### config.mk
export PLATFORM = sky130hd
export DESIGN_NAME = htbd_ctrl
export DESIGN_NICKNAME = d
export VERILOG_FILES = /design/src/htbd_pkg.sv /design/src/htbd_ctrl.sv
export SDC_FILE = /design/constraint.sdc
export NUM_CORES = 1
export LEC_CHECK = 0
export BUFFER_PORTS_ARGS = -buffer_cell sky130_fd_sc_hd__buf_2
export CORE_AREA = 2 2 39 41
export DETAILED_ROUTE_END_ITERATION = 7
export DIE_AREA = 0 0 41 43
export GPL_ROUTABILITY_DRIVEN = 0
export HOLD_SLACK_MARGIN = 0.03
export PLACE_DENSITY = 0.63
export RECOVER_POWER = 100
export SLEW_MARGIN = 20
export SYNTH_ARGS = -nofsm -noshare
export SYNTH_HDL_FRONTEND = slang
export SYNTH_SLANG_ARGS = --single-unit
export TNS_END_PERCENT = 30
### constraint.sdc
create_clock -name clk -period 3.23 [get_ports clk]
set_input_delay 0.8075 -clock clk [delete_from_list [all_inputs] [get_ports clk]]
set_output_delay 0.8075 -clock clk [all_outputs]
set_load 0.005 [all_outputs]
### src/htbd_pkg.sv
// ----------------------------------------------------------------------------
// htbd_pkg
// Shared types and constants for the code tree bit decoder.
// ----------------------------------------------------------------------------
package htbd_pkg;

	localparam int NODE_COUNT   = 512;
	localparam int MAX_CODE_LEN = 16;
	localparam int CODE_W       = 16;
	localparam int LEN_W        = 5;
	localparam int SYM_W        = 8;
	localparam int STAT_W       = 2;
	localparam int NODE_W       = $clog2(NODE_COUNT);
	localparam int USED_W       = $clog2(NODE_COUNT + 1);
	localparam int CIDX_W       = $clog2(CODE_W);
	localparam int LEN_LIM      = (MAX_CODE_LEN < CODE_W) ? MAX_CODE_LEN : CODE_W;

	localparam logic OP_LOAD   = 1'b0;
	localparam logic OP_DECODE = 1'b1;

	localparam logic [STAT_W-1:0] ST_OK       = 2'd0;
	localparam logic [STAT_W-1:0] ST_BAD_PATH = 2'd1;
	localparam logic [STAT_W-1:0] ST_FULL     = 2'd2;

	typedef struct packed {
		logic              operation;
		logic [SYM_W-1:0]  symbol;
		logic [CODE_W-1:0] code;
		logic [LEN_W-1:0]  code_len;
		logic              bit_req;
	} in_item_t;

	typedef struct packed {
		logic [SYM_W-1:0]  decoded_symbol;
		logic [STAT_W-1:0] status;
	} out_item_t;

	typedef struct packed {
		logic              capture;
		logic              clr_step;
		logic              walk;
		logic              sym_wr;
		logic              dec_step;
		logic              cur_root;
		logic              cur_node;
		logic              out_load;
		logic [STAT_W-1:0] out_code;
	} dp_cmd_t;

	typedef struct packed {
		logic in_len_zero;
		logic child_absent;
		logic store_full;
		logic is_leaf;
		logic walk_last;
		logic clr_last;
	} dp_stat_t;

endpackage

### src/htbd_ctrl.sv
// ----------------------------------------------------------------------------
// htbd_ctrl
// Sequencer for store clearing, load walks and decode steps.
// ----------------------------------------------------------------------------
module htbd_ctrl (
	input  logic               clk,
	input  logic               arst_n,
	input  logic               in_valid,
	input  logic               in_op,
	output logic               in_stall,
	output logic               out_valid,
	input  logic               out_stall,
	input  htbd_pkg::dp_stat_t stat,
	output htbd_pkg::dp_cmd_t  cmd
);

	typedef enum logic [3:0] {
		S_CLEAR,
		S_IDLE,
		S_L_WAIT,
		S_L_CHK,
		S_L_SYM,
		S_D_WAIT1,
		S_D_CHK1,
		S_D_WAIT2,
		S_D_CHK2
	} state_t;

	state_t state_q;
	state_t state_d;
	logic   out_valid_q;
	logic   out_free;

	assign out_free  = ~out_valid_q | ~out_stall;
	assign in_stall  = (state_q != S_IDLE);
	assign out_valid = out_valid_q;

	always_comb begin
		cmd     = '0;
		state_d = state_q;
		case (state_q)
			S_CLEAR: begin
				cmd.clr_step = 1'b1;
				if (stat.clr_last) begin
					state_d = S_IDLE;
				end
			end
			S_IDLE: begin
				if (in_valid) begin
					cmd.capture = 1'b1;
					if (in_op == htbd_pkg::OP_DECODE) begin
						state_d = S_D_WAIT1;
					end else if (stat.in_len_zero) begin
						state_d = S_L_SYM;
					end else begin
						state_d = S_L_WAIT;
					end
				end
			end
			S_L_WAIT: state_d = S_L_CHK;
			S_L_CHK: begin
				if (stat.child_absent && stat.store_full) begin
					if (out_free) begin
						cmd.out_load = 1'b1;
						cmd.out_code = htbd_pkg::ST_FULL;
						state_d      = S_IDLE;
					end
				end else begin
					cmd.walk = 1'b1;
					state_d  = stat.walk_last ? S_L_SYM : S_L_WAIT;
				end
			end
			S_L_SYM: begin
				cmd.sym_wr = 1'b1;
				state_d    = S_IDLE;
			end
			S_D_WAIT1: state_d = S_D_CHK1;
			S_D_CHK1: begin
				if (stat.child_absent) begin
					if (out_free) begin
						cmd.out_load = 1'b1;
						cmd.out_code = htbd_pkg::ST_BAD_PATH;
						cmd.cur_root = 1'b1;
						state_d      = S_IDLE;
					end
				end else begin
					cmd.dec_step = 1'b1;
					state_d      = S_D_WAIT2;
				end
			end
			S_D_WAIT2: state_d = S_D_CHK2;
			S_D_CHK2: begin
				if (stat.is_leaf) begin
					if (out_free) begin
						cmd.out_load = 1'b1;
						cmd.out_code = htbd_pkg::ST_OK;
						cmd.cur_root = 1'b1;
						state_d      = S_IDLE;
					end
				end else begin
					cmd.cur_node = 1'b1;
					state_d      = S_IDLE;
				end
			end
			default: state_d = S_IDLE;
		endcase
	end

	always_ff @(posedge clk or negedge arst_n) begin
		if (!arst_n) begin
			state_q     <= S_CLEAR;
			out_valid_q <= 1'b0;
		end else begin
			state_q <= state_d;
			if (cmd.out_load) begin
				out_valid_q <= 1'b1;
			end else if (!out_stall) begin
				out_valid_q <= 1'b0;
			end
		end
	end

endmodule
==> metrics <==
Core Area 1384 µm²; DP Wirelength 1.019 mm; Worst-path clk slew roughly 0.040 ns; Starting Density 0.3345; DRT Wirelength approximately 1.3 mm; Synth area leader dfrtp_1; Die Wd approximately 41 µm; critical path endpoint category output port; critical path startpoint state_q[2]$_DFFE_PN0P_; clk buf depth 2; Cell Area, Synth around 460 µm²; hold crit path type in -> async; largest family of logic cells by synthesized area simple AND/OR/NAND/NOR gates; XOR/XNOR share of the synthesized area 0; WS Path Type reg -> out; post-layout min period around 2.5 ns; CTS Buf Count 3; worst skew pair latency ~0.24 ns; vias in the first global route 482; area of the multi-input gates 312.8 µm²; P_leak roughly 0.27 nW; Reg area roughly 130 µm²; post-synthesis sequential area ratio 0.2703; top_reg_cell synth dfrtp_1; pin count of the biggest net entering global routing 14; unrepaired setup endpoints after global routing false; initial antenna violation count 0; Port-buffer cells 22; fillcell total between 100 and 150; nets 99; max frequency about 0.40 GHz; setup repair bufs after CTS 0; Inst Count DP 99; compound-gate portion of the synthesized area 0.2784; fin cells between 100 and 150; Post-CTS Hold Fix Bufs 0; final period utilization 0.7741; Mapped Avg Cell Area approximately 7.3 µm²; Startpoint Class flip-flop; top-count cell post-synth nand2_1; top cells by count, synth nand2_1 (10), nor2_1 (8), a21oi_1 (5), dfrtp_1 (5); clk_skew ~0.0038 ns; Synth top area share 0.2703; r2r startpoint state_q[2]$_DFFE_PN0P_; total congestion overflow 0; TritonRoute pass-1 iters 4; die height between 40 and 50 µm; Synth async-reset ratio 1.000; multiplexer share of the synthesized area 0; Setup Viol. Count Final 0; Syn-to-layout area delta 28.92%; Cells after Synth 63; setup TNS 0 ns; top cells by area, synth dfrtp_1 (27%), nand2_1 (8.1%), nor2_1 (6.5%); drt drc 0; CP Data Arrival Time between 1.5 and 2 ns; routed length per instance roughly 13 µm; CTS tree done; CTS resizes 0; root buf cell clkbuf_4; vias per inst between 5 and 6; Post-synth EDFFs 0; vias after detailed routing 556; grt met2 use 0.2594; Max Cap Violations 0; Simple-Gate Fraction of Synth Area 0.4000; Adder-Cell Fraction of Synth Area 0; Synth Net Count 74; Synth Register Bits 5; Worst EP required approximately 2.4 ns; Most Crowded Layer GR met2; met3 Usage GRT 0.08377; antenna cells 0; CTS sink cnt 5; final count of hold timing violations 0; DRT iter0 DRCs 5; die area about 1800 µm²; Slew headroom 0.7117; run status completed; All-Layer GR Usage 0.1662; first-pass GRT wire length between 2 and 2.5 mm; crit-path max FO 13; Detail Route Antenna Nets 0; warnings from Yosys 0; worst slew pin tran roughly 0.43 ns; share of cells above drive strength 1 0.2184; Pwr Density 713.5 nW/µm²; row cnt 14; Slew Viols, Final 0; VDD IR max 0.0004216 V; I/O Pins 23; synth unique cells 30; routing usage on met1 0.2110; H-tree depth 1
==> critical path, stage by stage, from the launching register on <==
cell and delay (ns):
dfrtp_1 0.53, nor4b_4 0.43, nand2_1 0.15, o21a_1 0.14
nor2_1 0.09, clkbuf_2 0.12
==> registers in the layout, summed over array words and instances, names as in the netlist <==
name and cells:
state_q 4, out_valid 1
==> layout by cell type, fill, tap and decap left out, types with 2 or more instances in the layout <==
| cell type | instances |
|---|---|
| a21oi_1 | 5 |
| a31oi_1 | 2 |
| and2b_1 | 3 |
| and3_1 | 2 |
| buf_2 | 12 |
| clkbuf_1 | 8 |
| clkbuf_2 | 3 |
| clkbuf_4 | 3 |
| dfrtp_1 | 5 |
| inv_1 | 3 |
| nand2_1 | 10 |
| nand2b_1 | 2 |
| nor2_1 | 8 |
| nor3_1 | 3 |
| nor4_1 | 2 |
==> cell families (layout without fill, tap and decap cells) <==
| group | Yosys count | in the layout |
|---|---|---|
| and+or+nand+nor | 34 | 34 |
| AOI/OAI and AO/OA | 19 | 19 |
| DFF | 5 | 5 |
| buffers and inverters | 5 | 29 |
==> power by group <==
| group | internal, mW | switching [mW] | total, mW |
|---|---|---|---|
| clock network | 0.0468 | 0.0263 | 0.0730 |
| registers | 0.0835 | 0.0544 | 0.138 |
| logic | 0.0943 | 0.121 | 0.215 |
| total | 0.224 | 0.201 | 0.426 |
==> through the flow <==
| stage | hold slack (ns) | cell area (µm²) | power, mW | util | setup WS [ns] |
|---|---|---|---|---|---|
| after floorplan | 0.5119 | 462.9 | 0.2878 | - | 1.231 |
| after global placement | 0.6118 | 580.6 | 0.3585 | 0.4195 | 0.9967 |
| after detailed placement | 0.6043 | 580.6 | 0.3594 | 0.4195 | 0.9885 |
| after CTS | 0.3630 | 606.8 | 0.4351 | 0.4385 | 0.7553 |
| after global routing | 0.4148 | 596.8 | 0.4713 | 0.4313 | 0.5833 |
| final | 0.4004 | 596.8 | 0.4258 | 0.4313 | 0.7296 |
==> area by class of cell <==
class                   count  share of cell area
inverters                   3             0.01887
well taps                  16             0.03354
multi-input cells          53              0.5241
clock buffers               4             0.04403
flip-flops and latches      5              0.2096
repair buffers             22              0.1698
==> metal layers <==
layer | wire, µm | part of all wire
met1 | 573 | 0.44
met2 | 616 | 0.48
met3 | 98 | 0.076
met4 | 0 | 0
met5 | 0 | 0
==> final timing paths <==
check	to	slack, ns	cells after the start
max	cmd[2]	0.73	5
min	state_q[2]$_DFFE_PN0P_	0.40	1
max reg2reg	state_q[2]$_DFFE_PN0P_	1.70	4
min reg2reg	out_valid$_DFFE_PN0P_	0.62	2
max in group asynchronous	out_valid$_DFFE_PN0P_	2.62	1
min in group clk	out_valid$_DFFE_PN0P_	0.62	2
Power figures use the tool's default switching activity.
